## config.mk

```make
export PLATFORM = sky130hd
export DESIGN_NAME = eight_bit_alu_with_flags
export DESIGN_NICKNAME = d
export VERILOG_FILES = /design/src/sv/eba_pkg.sv /design/src/sv/eba_core.sv /design/src/sv/eight_bit_alu_with_flags.sv
export SDC_FILE = /design/constraint.sdc
export NUM_CORES = 1
export LEC_CHECK = 0
export BUFFER_PORTS_ARGS = -buffer_cell sky130_fd_sc_hd__buf_4
export CAP_MARGIN = 20
export CELL_PAD_IN_SITES_DETAIL_PLACEMENT = 1
export CELL_PAD_IN_SITES_GLOBAL_PLACEMENT = 2
export CORE_MARGIN = 2
export CORE_UTILIZATION = 28
export CTS_CLUSTER_SIZE = 40
export DETAILED_ROUTE_END_ITERATION = 16
export PLACE_DENSITY = 0.62
export SLEW_MARGIN = 5
export SYNTH_ARGS = -nofsm -noshare
export SYNTH_HDL_FRONTEND = slang
export SYNTH_SLANG_ARGS = --single-unit
```

## constraint.sdc

```tcl
create_clock -name clk -period 3.9 [get_ports clk]
set_input_delay 0.195 -clock clk [delete_from_list [all_inputs] [get_ports clk]]
set_output_delay 0.195 -clock clk [all_outputs]
set_load 0.05 [all_outputs]
```

## src/sv/eba_pkg.sv

```systemverilog
// Shared types and constants for the 8-bit ALU with flags.
`default_nettype none

package eba_pkg;

	typedef enum logic [3:0] {
		OP_ADD = 4'd0,
		OP_ADC = 4'd1,
		OP_SUB = 4'd2,
		OP_SBC = 4'd3,
		OP_AND = 4'd4,
		OP_XOR = 4'd5,
		OP_OR  = 4'd6,
		OP_CP  = 4'd7,
		OP_INC = 4'd8,
		OP_DEC = 4'd9,
		OP_DAA = 4'd10,
		OP_CPL = 4'd11
	} op_t;

	localparam logic [7:0] DAA_ADJ_HI = 8'h60;
	localparam logic [7:0] DAA_ADJ_LO = 8'h06;
	localparam logic [7:0] BCD_MAX    = 8'h99;
	localparam logic [3:0] DIGIT_MAX  = 4'h9;
	localparam logic [3:0] NIB_ONES   = 4'hF;
	localparam logic [7:0] BYTE_ONES  = 8'hFF;

	// op stays a raw code so that the unused codes pass through untouched
	typedef struct packed {
		logic [3:0] op;
		logic [7:0] acc;
		logic [7:0] operand;
		logic       zero_in;
		logic       sub_in;
		logic       half_in;
		logic       carry_in;
	} alu_in_t;

	typedef struct packed {
		logic [7:0] result;
		logic       zero_flag;
		logic       sub_flag;
		logic       half_flag;
		logic       carry_flag;
	} alu_out_t;

endpackage

`default_nettype wire

```

## src/sv/eba_core.sv

```systemverilog
// Combinational ALU datapath: value and flags for one operation.
`default_nettype none

module eba_core (
	input  eba_pkg::alu_in_t  din,
	output eba_pkg::alu_out_t dout
);

	logic       cin;
	logic [8:0] sum;
	logic [4:0] sum_lo;
	logic [8:0] diff;
	logic [4:0] diff_lo;
	logic [7:0] inc_val;
	logic [7:0] dec_val;
	logic       daa_hi;
	logic       daa_lo;
	logic [7:0] daa_add1;
	logic [7:0] daa_add;
	logic [7:0] daa_sub;
	logic [7:0] daa_val;
	logic [7:0] logic_val;

	always_comb begin
		cin = (din.op == eba_pkg::OP_ADC || din.op == eba_pkg::OP_SBC) ? din.carry_in : 1'b0;
		sum     = {1'b0, din.acc} + {1'b0, din.operand} + {8'd0, cin};
		sum_lo  = {1'b0, din.acc[3:0]} + {1'b0, din.operand[3:0]} + {4'd0, cin};
		// the sign bit of the 9-bit difference is the borrow
		diff    = {1'b0, din.acc} - {1'b0, din.operand} - {8'd0, cin};
		diff_lo = {1'b0, din.acc[3:0]} - {1'b0, din.operand[3:0]} - {4'd0, cin};
		inc_val = din.acc + 8'd1;
		dec_val = din.acc - 8'd1;

		// adding 0x60 leaves the low nibble alone, so both tests look at acc
		daa_hi   = din.carry_in || (din.acc > eba_pkg::BCD_MAX);
		daa_lo   = din.half_in || (din.acc[3:0] > eba_pkg::DIGIT_MAX);
		daa_add1 = daa_hi ? din.acc + eba_pkg::DAA_ADJ_HI : din.acc;
		daa_add  = daa_lo ? daa_add1 + eba_pkg::DAA_ADJ_LO : daa_add1;
		daa_sub  = din.acc - (din.carry_in ? eba_pkg::DAA_ADJ_HI : 8'h00)
			- (din.half_in ? eba_pkg::DAA_ADJ_LO : 8'h00);
		daa_val  = din.sub_in ? daa_sub : daa_add;

		logic_val = 8'h00;
		dout      = '0;
		case (eba_pkg::op_t'(din.op))
			eba_pkg::OP_ADD, eba_pkg::OP_ADC: begin
				dout.result     = sum[7:0];
				dout.zero_flag  = (sum[7:0] == 8'h00);
				dout.sub_flag   = 1'b0;
				dout.half_flag  = sum_lo[4];
				dout.carry_flag = sum[8];
			end
			eba_pkg::OP_SUB, eba_pkg::OP_SBC, eba_pkg::OP_CP: begin
				dout.result     = (din.op == eba_pkg::OP_CP) ? din.acc : diff[7:0];
				dout.zero_flag  = (diff[7:0] == 8'h00);
				dout.sub_flag   = 1'b1;
				dout.half_flag  = diff_lo[4];
				dout.carry_flag = diff[8];
			end
			eba_pkg::OP_AND, eba_pkg::OP_XOR, eba_pkg::OP_OR: begin
				if (din.op == eba_pkg::OP_AND) begin
					logic_val = din.acc & din.operand;
				end else if (din.op == eba_pkg::OP_XOR) begin
					logic_val = din.acc ^ din.operand;
				end else begin
					logic_val = din.acc | din.operand;
				end
				dout.result     = logic_val;
				dout.zero_flag  = (logic_val == 8'h00);
				dout.sub_flag   = 1'b0;
				dout.half_flag  = (din.op == eba_pkg::OP_AND);
				dout.carry_flag = 1'b0;
			end
			eba_pkg::OP_INC: begin
				dout.result     = inc_val;
				dout.zero_flag  = (inc_val == 8'h00);
				dout.sub_flag   = 1'b0;
				dout.half_flag  = (din.acc[3:0] == eba_pkg::NIB_ONES);
				dout.carry_flag = din.carry_in;
			end
			eba_pkg::OP_DEC: begin
				dout.result     = dec_val;
				dout.zero_flag  = (dec_val == 8'h00);
				dout.sub_flag   = 1'b1;
				dout.half_flag  = (din.acc[3:0] == 4'h0);
				dout.carry_flag = din.carry_in;
			end
			eba_pkg::OP_DAA: begin
				dout.result     = daa_val;
				dout.zero_flag  = (daa_val == 8'h00);
				dout.sub_flag   = din.sub_in;
				dout.half_flag  = 1'b0;
				dout.carry_flag = din.sub_in ? din.carry_in : (din.carry_in | daa_hi);
			end
			eba_pkg::OP_CPL: begin
				dout.result     = din.acc ^ eba_pkg::BYTE_ONES;
				dout.zero_flag  = din.zero_in;
				dout.sub_flag   = 1'b1;
				dout.half_flag  = 1'b1;
				dout.carry_flag = din.carry_in;
			end
			default: begin
				// unused codes: no operation
				dout.result     = din.acc;
				dout.zero_flag  = din.zero_in;
				dout.sub_flag   = din.sub_in;
				dout.half_flag  = din.half_in;
				dout.carry_flag = din.carry_in;
			end
		endcase
	end

endmodule

`default_nettype wire

```

## src/sv/eight_bit_alu_with_flags.sv

```systemverilog
// 8-bit accumulator ALU with zero, subtract, half-carry and carry flags.
//
// Input channel: in_valid / in_stall carry op, acc, operand and the four
// current flags. Output channel: out_valid / out_stall carry result and the
// four new flags. A transaction completes on a rising edge with valid high
// and stall low.
//
// An item is captured in the input register, the ALU logic works on it
// combinationally, and the result register drives the outputs.
// Throughput is one item per cycle while the receiver keeps out_stall low.
// When the receiver stalls, the result register holds; the input register
// still takes one more item, and in_stall rises only when both registers
// are full and the output is stalled.
//
// Reset (arst_n low, asynchronous) empties both registers; out_valid is low
// until the first item has passed through.
`default_nettype none

module eight_bit_alu_with_flags (
	input  logic       clk,
	input  logic       arst_n,
	input  logic       in_valid,
	output logic       in_stall,
	input  logic [3:0] op,
	input  logic [7:0] acc,
	input  logic [7:0] operand,
	input  logic       zero_in,
	input  logic       sub_in,
	input  logic       half_in,
	input  logic       carry_in,
	output logic       out_valid,
	input  logic       out_stall,
	output logic [7:0] result,
	output logic       zero_flag,
	output logic       sub_flag,
	output logic       half_flag,
	output logic       carry_flag
);

	logic              valid_s1;
	eba_pkg::alu_in_t  data_s1;
	logic              valid_s2;
	eba_pkg::alu_out_t res_s2;
	eba_pkg::alu_out_t alu_res;
	logic              hold_s2;
	logic              adv_s1;
	logic              take_in;

	assign hold_s2  = valid_s2 && out_stall;
	assign adv_s1   = valid_s1 && !hold_s2;
	assign in_stall = valid_s1 && hold_s2;
	assign take_in  = in_valid && !in_stall;

	eba_core u_core (
		.din  (data_s1),
		.dout (alu_res)
	);

	always_ff @(posedge clk or negedge arst_n) begin
		if (!arst_n) begin
			valid_s1 <= 1'b0;
			valid_s2 <= 1'b0;
		end else begin
			if (!in_stall) begin
				valid_s1 <= in_valid;
			end
			if (!hold_s2) begin
				valid_s2 <= valid_s1;
			end
		end
	end

	always_ff @(posedge clk) begin
		if (take_in) begin
			data_s1 <= '{op: op, acc: acc, operand: operand, zero_in: zero_in,
				sub_in: sub_in, half_in: half_in, carry_in: carry_in};
		end
		if (adv_s1) begin
			res_s2 <= alu_res;
		end
	end

	assign out_valid  = valid_s2;
	assign result     = res_s2.result;
	assign zero_flag  = res_s2.zero_flag;
	assign sub_flag   = res_s2.sub_flag;
	assign half_flag  = res_s2.half_flag;
	assign carry_flag = res_s2.carry_flag;

	a_full_stall: assert property (@(posedge clk) disable iff (!arst_n)
		valid_s1 && valid_s2 && out_stall |-> in_stall)
		else $error("input taken while both stages are full and stalled");

	a_fill_s1: assert property (@(posedge clk) disable iff (!arst_n)
		in_valid && !in_stall |=> valid_s1)
		else $error("accepted transaction lost in input stage");

	a_fill_s2: assert property (@(posedge clk) disable iff (!arst_n)
		adv_s1 |=> out_valid)
		else $error("advanced transaction lost in result stage");

	a_cp_keeps_acc: assert property (@(posedge clk) disable iff (!arst_n)
		adv_s1 && data_s1.op == eba_pkg::OP_CP |=> result == $past(data_s1.acc))
		else $error("compare changed the accumulator");

endmodule

`default_nettype wire

```

# Word-level counts from Yosys, hierarchy flattened
# Index checks and enable logic that the tools add are counted.
[totals] reg_bits=38 input_bits=28 out_inout_bits=14 elab_cells=79
[classes] add_sub_neg=14 n_lt_le_gt_ge=2 eq_ne=12 n_mux=12 bitwise_logic=5 reduce_logical=20
[op_table] op="$pmux W12 S7" count=1
[op_table] op="$mux W8" count=7
[op_table] op="$logic_not A8 Y1" count=6
[op_table] op="$eq A4 B4 Y1 const B" count=5
[op_table] op="$eq A4 B3 Y1 const B" count=4
[op_table] op="$sub A8 B8 Y8" count=2
[op_table] op="$add A8 B8 Y9" count=1
[op_table] op="$add A9 B1 Y9" count=1
[op_table] op="$sub A8 B8 Y9" count=1
[op_table] op="$sub A9 B1 Y9" count=1
[op_table] op="$add A8 B1 Y8 const B" count=1
[op_table] op="$add A8 B3 Y8 const B" count=1
[op_table] op="$add A8 B7 Y8 const B" count=1
[op_table] op="$and A8 B8 Y8" count=1
[op_table] op="$eq A4 B2 Y1 const B" count=2
[op_table] op="$gt A8 B8 Y1 const B" count=1
[op_table] op="$logic_not A4 Y1" count=2
[op_table] op="$not A8 Y8" count=1
[op_table] op="$or A8 B8 Y8" count=1
[op_table] op="$sub A8 B1 Y8 const B" count=1
[op_table] op="$xor A8 B8 Y8" count=1
[op_table] op="$mux W7" count=1
[op_table] op="$reduce_or A3 Y1" count=2
[op_table] op="$add A4 B4 Y5" count=1
[op_table] op="12 further kinds" count=19

# Longest topological paths before layout
# Gate-level depths: netlist of the first run.
[depth] ltp_word=8 mapped_depth=17 mapped_depth_nobuf=15

# Modules after synthesis
# A second synthesis of the first run with hierarchy kept.
[unflattened] cells_unflattened=469 hier_area_um2=4182.8
[modules_own_cells] module="eba_core" n_inst=1 cells_each=425 area_per_inst_um2=3009.1
[modules_own_cells] module="eight_bit_alu_with_flags" n_inst=1 cells_each=44 area_per_inst_um2=1173.6

# Worst setup path after synthesis of the first run
# Ideal clock, no wire load.
[synth_timing] path_kind="register -> register" start="register data_s1[20] (netlist bit)" end="register res_s2 (netlist bit result[4]), data pin" arrival_time_ns=3.064 required_ns=3.646 slack_ns=0.582 stages_incl_launch_ff=17 n_path_buf=3 synth_period_minus_slack_ns=3.318 cell_sequence="edfxtp_1 buf_2 buf_4 buf_2 nand3_1 inv_1 fa_1 ha_1 nor2_1 fa_1 nand2b_1 a21oi_2 xnor2_1 a31o_2 a211oi_1 o21ai_0 o21a_1"
[synth_rtl] item="start: declaration" line_no="eight_bit_alu_with_flags.sv:41" source="eba_pkg::alu_in_t data_s1;"
[synth_rtl] item="start signal: assignment" line_no="eight_bit_alu_with_flags.sv:75" source="data_s1 <= '{op: op, acc: acc, operand: operand, zero_in: zero_in,"
[synth_rtl] item="end signal: assignment" line_no="eight_bit_alu_with_flags.sv:79" source="res_s2 <= alu_res;"
[synth_rtl] item="end: declaration" line_no="eight_bit_alu_with_flags.sv:43" source="eba_pkg::alu_out_t res_s2;"

==> metrics.txt, run 1 <==
outcome=finished clean; most frequent cells in the layout=buf_4 (57), ha_1 (49), nand2_1 (43), edfxtp_1 (36), nor2_1 (33); setup total negative slack=0 ns; FF-to-FF path depth=15; grt ovf=0; critical path class=flip-flop to flip-flop; overall routing resource usage=0.193; Max-slew headroom=0.542; Leak Pwr=2.04 nW; # diodes=0; worst slew pin tran=0.678 ns; CP Data Arrival Time=3.43 ns; Residual DRC=0; Area growth, synth to finish=17.7%; final hold vios=0; Initial DRT Pass Iterations=5; clock transition at the registers of the reported paths=0.07 ns; origin of the worst setup path=data_s1[23]; post-route minimum period=3.38 ns; worst endpoint required time=3.96 ns; Critical-path top delay cell=fa_1; Worst R2R End=result[4]; Worst Hold End=data_s1[6]; cell count after synthesis=472; Seq/Total Area, Yosys=0.271; initial antenna violation count=0; Post-Place Cells=689; commonest non-fill, non-tap cell in the layout=buf_4; Die H=126 µm; first-pass GRT wire length=23500 µm; Max Cap Violations=0; hold_sp=operand[2]; crit start category=flip-flop; Slew Viols, Final=0; 1st-iter DRT viols=258; largest net degree at the start of global routing=29; #FFs+latches synth=38; clock insertion delay at the later pin of the skew report=0.30 ns; cell family with most CP delay=adder cells; Post-synth ARST share=0.0526; Synth Cell Area=4170 µm²; power density over the cells=350 nW/µm²; # port buffers=41; Root Buffer=clkbuf_16; RSZ-0062 raised after global routing=false; Buf/Inv on CP=2; clk sinks=38; number of global-route vias before repair=3911; Syn Nets=553; Worst Hold Depth=1; Fin Clk Skew=0.00511 ns; Final period util=0.866; Final setup viols=0; CTS H-tree depth=2; die width=126 µm; final wirelength=15000 µm; final instance area=4910 µm²; core outline area=14500 µm²; number of synthesized flops with an enable pin=36; Hold Path Class=input pin to flip-flop; FF-to-FF Start=data_s1[23]; DP HPWL=11600 µm; Max Fclk=0.296 GHz; Synth cell types=72; non-filler cells, final=698; CTS Buf Count=5; Ys Warns=0; Final #Nets=594; share of layout cells above drive strength 1=0.158; CTS max path bufs=2; CP Max Fanout=4; GP Congestion=0.834; Final ANT Viol Nets=0; Via density=5.43; die area=15900 µm²; Setup crit end kind=flip-flop; Worst VDD drop=0.199 mV; wire per inst=21.5 µm; worst hold margin=0.0700 ns; Site Rows=44; most common flop cell mapped by yosys=edfxtp_1; flop2flop setup slack=0.52 ns; Starting Density=0.287; post-CTS setup buffer count=0; CTS tree=yes; critical-path cell list=nor2_2 -> nand3_1 -> inv_1 -> fa_1 -> inv_1 -> ha_1 -> nor2_1 -> fa_1 -> nand2b_1 -> a21oi_2 -> xnor2_1 -> a31o_2 -> a211oi_1 -> o21ai_0 -> o21a_1; CP max stage delay=0.47 ns; I/O pins=42; via count=3787; placed inst area=4710 µm²; Avg Inst Size Synth=8.84 µm²
## area by class of cell
| class | instances | area (µm²) |
|---|---|---|
| Clock inverter | 3 | 63.8 |
| Tap cell | 184 | 230 |
| Inverter | 33 | 124 |
| Fill cell | 1697 | 9630 |
| Multi-Input combinational cell | 377 | 2800 |
| Sequential cell | 38 | 1130 |
| Clock buffer | 5 | 125 |
| Timing Repair Buffer | 58 | 438 |
## through the flow
step	utilization	worst slack [ns]	total power, mW
after floorplan	-	0.582	0.962
after global placement	0.324	0.653	1.16
after global routing	0.338	0.286	1.81
after CTS	0.338	0.524	1.73
after detailed placement	0.324	0.547	1.17
final	0.338	0.524	1.72
## where the power goes
part	internal, mW	leakage [nW]	switching, mW	total [mW]
Sequential	0.490	0.368	0.0292	0.519
Combinational	0.242	1.58	0.398	0.640
Clock	0.365	0.0915	0.195	0.560
## Yosys cell counts, types with 5 or more instances
cell	n	area share
nor2b_1	9	0.013
buf_2	12	0.014
o21ai_0	29	0.035
and3_1	9	0.013
nor2_1	33	0.030
or3_1	5	0.0075
edfxtp_1	36	0.26
nand2b_1	7	0.010
o21a_1	6	0.011
a21oi_1	23	0.028
inv_1	32	0.029
xor2_1	10	0.021
a221oi_1	5	0.010
nand2_1	43	0.039
nor3_1	8	0.0096
ha_1	49	0.15
xnor2_1	25	0.052
a31oi_1	7	0.010
a21o_1	5	0.0090
mux2i_1	15	0.036
nand3_1	11	0.013
clkbuf_1	8	0.0072
## layer usage
metal / wire length, µm / part of all wire / global-route usage
met1: 7180 / 0.48 / 0.274
met4: 156 / 0.010 / 0.0336
met5: 0 / 0 / 0
met3: 717 / 0.048 / 0.0280
met2: 6920 / 0.46 / 0.316
## cells by family (layout without fill, tap and decap cells)
group,after synthesis,count (layout),synth area share
xor gates and xnor gates,35,35,0.0735
and+or+nand+nor,144,144,0.169
buffers and inverters,57,99,0.0585
muxes,15,15,0.0360
DFF,38,38,0.271
adders and majority gates,53,53,0.166
AOI/OAI and AO/OA,130,130,0.225
## state kept, by name, indices dropped and copies added, names as in the netlist
register,count
carry_flag,1
half_flag,1
zero_flag,1
data_s1,24
result,8
valid_s1,1
out_valid,1
sub_flag,1
## worst register-to-register path, cell delays in order, from the launching register on
cell and delay, ns:
edfxtp_1 0.40, nor2_2 0.15, nand3_1 0.19, inv_1 0.12, fa_1 0.47, inv_1 0.09
ha_1 0.16, nor2_1 0.06, fa_1 0.42, nand2b_1 0.12, a21oi_2 0.09, xnor2_1 0.17
a31o_2 0.26, a211oi_1 0.19, o21ai_0 0.13, o21a_1 0.12
## how the worst max path moves through the flow
stage	to	slack (ns)	cells past startpoint
final	result[4]	0.52	15
after global routing	result[4]	0.29	15
after CTS	result[4]	0.52	15
after detailed placement	result[4]	0.55	15
after global placement	result[4]	0.65	15
after floorplan	result[4]	0.58	16
## what timing repair did
action,4_1_cts,5_1_grt
gates resized for setup,0,0
hold buffers,1,0
hold endpoints to repair,2,0
Power figures use the tool's default switching activity.
==> inputs of run 2 (changes only) <==
--- a/config.mk
+++ b/config.mk
@@ -13,7 +13,7 @@
 export CORE_UTILIZATION = 28
 export CTS_CLUSTER_SIZE = 40
 export DETAILED_ROUTE_END_ITERATION = 16
-export PLACE_DENSITY = 0.62
+export PLACE_DENSITY = 0.64
 export SLEW_MARGIN = 5
 export SYNTH_ARGS = -nofsm -noshare
 export SYNTH_HDL_FRONTEND = slang
==> constraint.sdc (replaced) <==
create_clock -name clk -period 3.1 [get_ports clk]
set_input_delay 0.465 -clock clk [delete_from_list [all_inputs] [get_ports clk]]
set_output_delay 0.465 -clock clk [all_outputs]
set_load 0.05 [all_outputs]
==> run 2 against run 1 <==
  * The flow now finishes with violations (setup timing)
  * Sequential power grew 25%
  * Core utilization increased by 1.6 points
  * Global-route usage increased by 0.47 points
  * Combinational power up 43%
  * Fmax grew 8.0%
  * Worst setup slack lost 0.55 ns
  * Die area did not move
  * Cell count up 2.1%
  * Flip-flop and latch count unchanged
  * Register-to-register slack worse by 0.55 ns
  * Largest power group unchanged
==> metrics.txt, run 2 (synthesis results as in run 1) <==
outcome=finished, violations left (was finished clean); failing checks=setup timing; Final setup viols=2 (was 0); Slew Viols, Final=0 (unchanged); hold_sp=acc[2] (was operand[2]); GP Congestion=0.881 (was 0.834); via count=3828 (was 3787); RSZ-0062 raised after global routing=true (was false); DP HPWL=12300 µm (was 11600 µm); Final #Nets=609 (was 594); Leak Pwr=2.12 nW (was 2.04 nW); CTS H-tree depth=2 (unchanged); Via density=5.37 (was 5.43); flop2flop setup slack=-0.02 ns (was 0.52 ns); power density over the cells=413 nW/µm² (was 350 nW/µm²); Worst VDD drop=0.203 mV (was 0.199 mV); initial antenna violation count=0 (unchanged); largest net degree at the start of global routing=29 (unchanged); Residual DRC=0 (unchanged); final hold vios=0 (unchanged); 1st-iter DRT viols=249 (was 258); CP Max Fanout=4 (unchanged); Logic pwr share=0.430 (was 0.372); Top reg by flops=data_s1 (unchanged); worst hold margin=0.336 ns (was 0.0700 ns); CTS tree=yes (unchanged); worst endpoint required time=3.16 ns (was 3.96 ns); core outline area=14500 µm² (unchanged); # diodes=0 (unchanged); Max Cap Violations=0 (unchanged); critical path class=flip-flop to flip-flop (unchanged); critical-path cell list=nor2_4 -> nand3_4 -> inv_2 -> fa_2 -> inv_2 -> ha_4 -> nor2_2 -> fa_2 -> a21oi_1 -> xnor2_1 -> nand2_1 -> o2111a_1 -> o31ai_1 -> a31o_2 (was nor2_2 -> nand3_1 -> inv_1 -> fa_1 -> inv_1 -> ha_1 -> nor2_1 -> fa_1 -> nand2b_1 -> a21oi_2 -> xnor2_1 -> a31o_2 -> a211oi_1 -> o21ai_0 -> o21a_1); Max-slew headroom=0.538 (was 0.542); commonest non-fill, non-tap cell in the layout=buf_4 (unchanged); internal power=1.29 mW (was 1.10 mW); Initial DRT Pass Iterations=4 (was 5); Clk pwr share=0.266 (was 0.326); Die H=126 µm (unchanged); clock transition at the registers of the reported paths=0.07 ns (about the same); Buf/Inv on CP=2 (unchanged); final instance area=5140 µm² (was 4910 µm²); Critical-path top delay cell=fa_2 (was fa_1); register share of total power=0.305 (was 0.302); die width=126 µm (unchanged); I/O pins=42 (unchanged); # port buffers=41 (unchanged); CP Data Arrival Time=3.18 ns (was 3.43 ns); clock insertion delay at the later pin of the skew report=0.30 ns (about the same); overall routing resource usage=0.198 (was 0.193); wire per inst=22.1 µm (was 21.5 µm); die area=15900 µm² (unchanged); Final period util=1.01 (was 0.866); number of global-route vias before repair=4023 (was 3911); # fillers=1679 (was 1697); crit start category=flip-flop (unchanged); CP max stage delay=0.49 ns (was 0.47 ns); Worst Hold End=data_s1[14] (was data_s1[6]); share of layout cells above drive strength 1=0.221 (was 0.158); placed inst area=4830 µm² (was 4710 µm²); Root Buffer=clkbuf_16 (unchanged); max reg flops=24 (unchanged); FF-to-FF path depth=14 (was 15); worst slew pin tran=0.691 ns (was 0.678 ns); most frequent cells in the layout=buf_4 (71), ha_1 (47), nand2_1 (43), edfxtp_1 (36), nor2_1 (32) (was buf_4 (57), ha_1 (49), nand2_1 (43), edfxtp_1 (36), nor2_1 (33)); CTS max path bufs=2 (unchanged); Worst R2R End=result[2] (was result[4]); Final Power=2.12 mW (was 1.72 mW); final wirelength=15800 µm (was 15000 µm); Site Rows=44 (unchanged); Fin Clk Skew=0.00834 ns (was 0.00511 ns); Area growth, synth to finish=23.2% (was 17.7%); post-route minimum period=3.12 ns (was 3.38 ns); Setup crit end kind=flip-flop (unchanged); Worst Hold Depth=1 (unchanged); Final ANT Viol Nets=0 (unchanged); CTS Buf Count=5 (unchanged); Max Fclk=0.320 GHz (was 0.296 GHz); cell family with most CP delay=adder cells (unchanged); Hold Path Class=input pin to flip-flop (unchanged); Worst Slack Setup Final=-0.0247 ns (was 0.524 ns); P_sw=0.831 mW (was 0.622 mW); grt ovf=0 (unchanged); Starting Density=0.287 (unchanged); sw frac=0.391 (was 0.362); FF-to-FF Start=data_s1[22] (was data_s1[23]); first-pass GRT wire length=24100 µm (was 23500 µm); clk sinks=38 (unchanged)
run 2: final cells by class:
type	count	area, µm²	area share
multi-input cells	377	2950	0.574
flip-flops and latches	38	1130	0.220
repair buffers	73	554	0.108
well taps	184	230	0.0448
clock buffers	6	139	0.0270
inverters	33	124	0.0241
clock inverters	2	12.5	0.00243
run 2: power groups by stage:
stage	Combinational (mW)	Sequential (mW)	Clock, mW
3_5_place_dp	0.842	0.658	0
2_1_floorplan	0.501	0.720	0
3_3_place_gp	0.835	0.658	0
6_report	0.913	0.647	0.565
4_1_cts	0.848	0.648	0.585
5_1_grt	0.985	0.653	0.597
run 2: how the worst max path moves through the flow:
stage	startpoint	end	slack, ns	cells past startpoint
2_1_floorplan	data_s1[20]	result[4]	-0.06	17
3_3_place_gp	data_s1[23]	zero_flag	0.01	13
3_5_place_dp	data_s1[23]	zero_flag	-0.02	15
4_1_cts	data_s1[23]	zero_flag	0.003	13
5_1_grt	data_s1[22]	carry_flag	-0.14	15
6_report	data_s1[22]	result[2]	-0.02	14
run 2: timing repair:
action	4_1_cts	5_1_grt
gates resized for setup	1	23
setup buffers	0	3
endpoints found under the setup margin	1	6
gates cloned	0	0
endpoints found under the hold margin	2	0
pin swaps	1	17
hold buffers	1	0
run 2: worst reg2reg max path: stages, from the launching register on:
cell,delay [ns]
edfxtp_1,0.42
nor2_4,0.16
nand3_4,0.12
inv_2,0.08
fa_2,0.49
inv_2,0.10
ha_4,0.14
nor2_2,0.04
fa_2,0.37
a21oi_1,0.25
xnor2_1,0.11
nand2_1,0.08
o2111a_1,0.20
o31ai_1,0.08
a31o_2,0.25
run 2: metal layers:
metal / GRT usage / share of wire / routed length, µm
met2: 0.332 / 0.48 / 7540
met3: 0.0302 / 0.048 / 765
met4: 0.0575 / 0.022 / 352
met1: 0.264 / 0.45 / 7130
met5: 0 / 0 / 0
run 2: metrics by stage:
| stage | worst slack [ns] | cells | utilization | TNS, ns |
|---|---|---|---|---|
| after global placement | 0.0125 | 701 | 0.332 | 0 |
| after CTS | 0.00284 | 710 | 0.344 | 0 |
| after floorplan | -0.0571 | 472 | - | -0.129 |
| final | -0.0247 | 713 | 0.354 | -0.0277 |
| after global routing | -0.139 | 713 | 0.354 | -0.456 |
| after detailed placement | -0.0206 | 701 | 0.332 | -0.0206 |
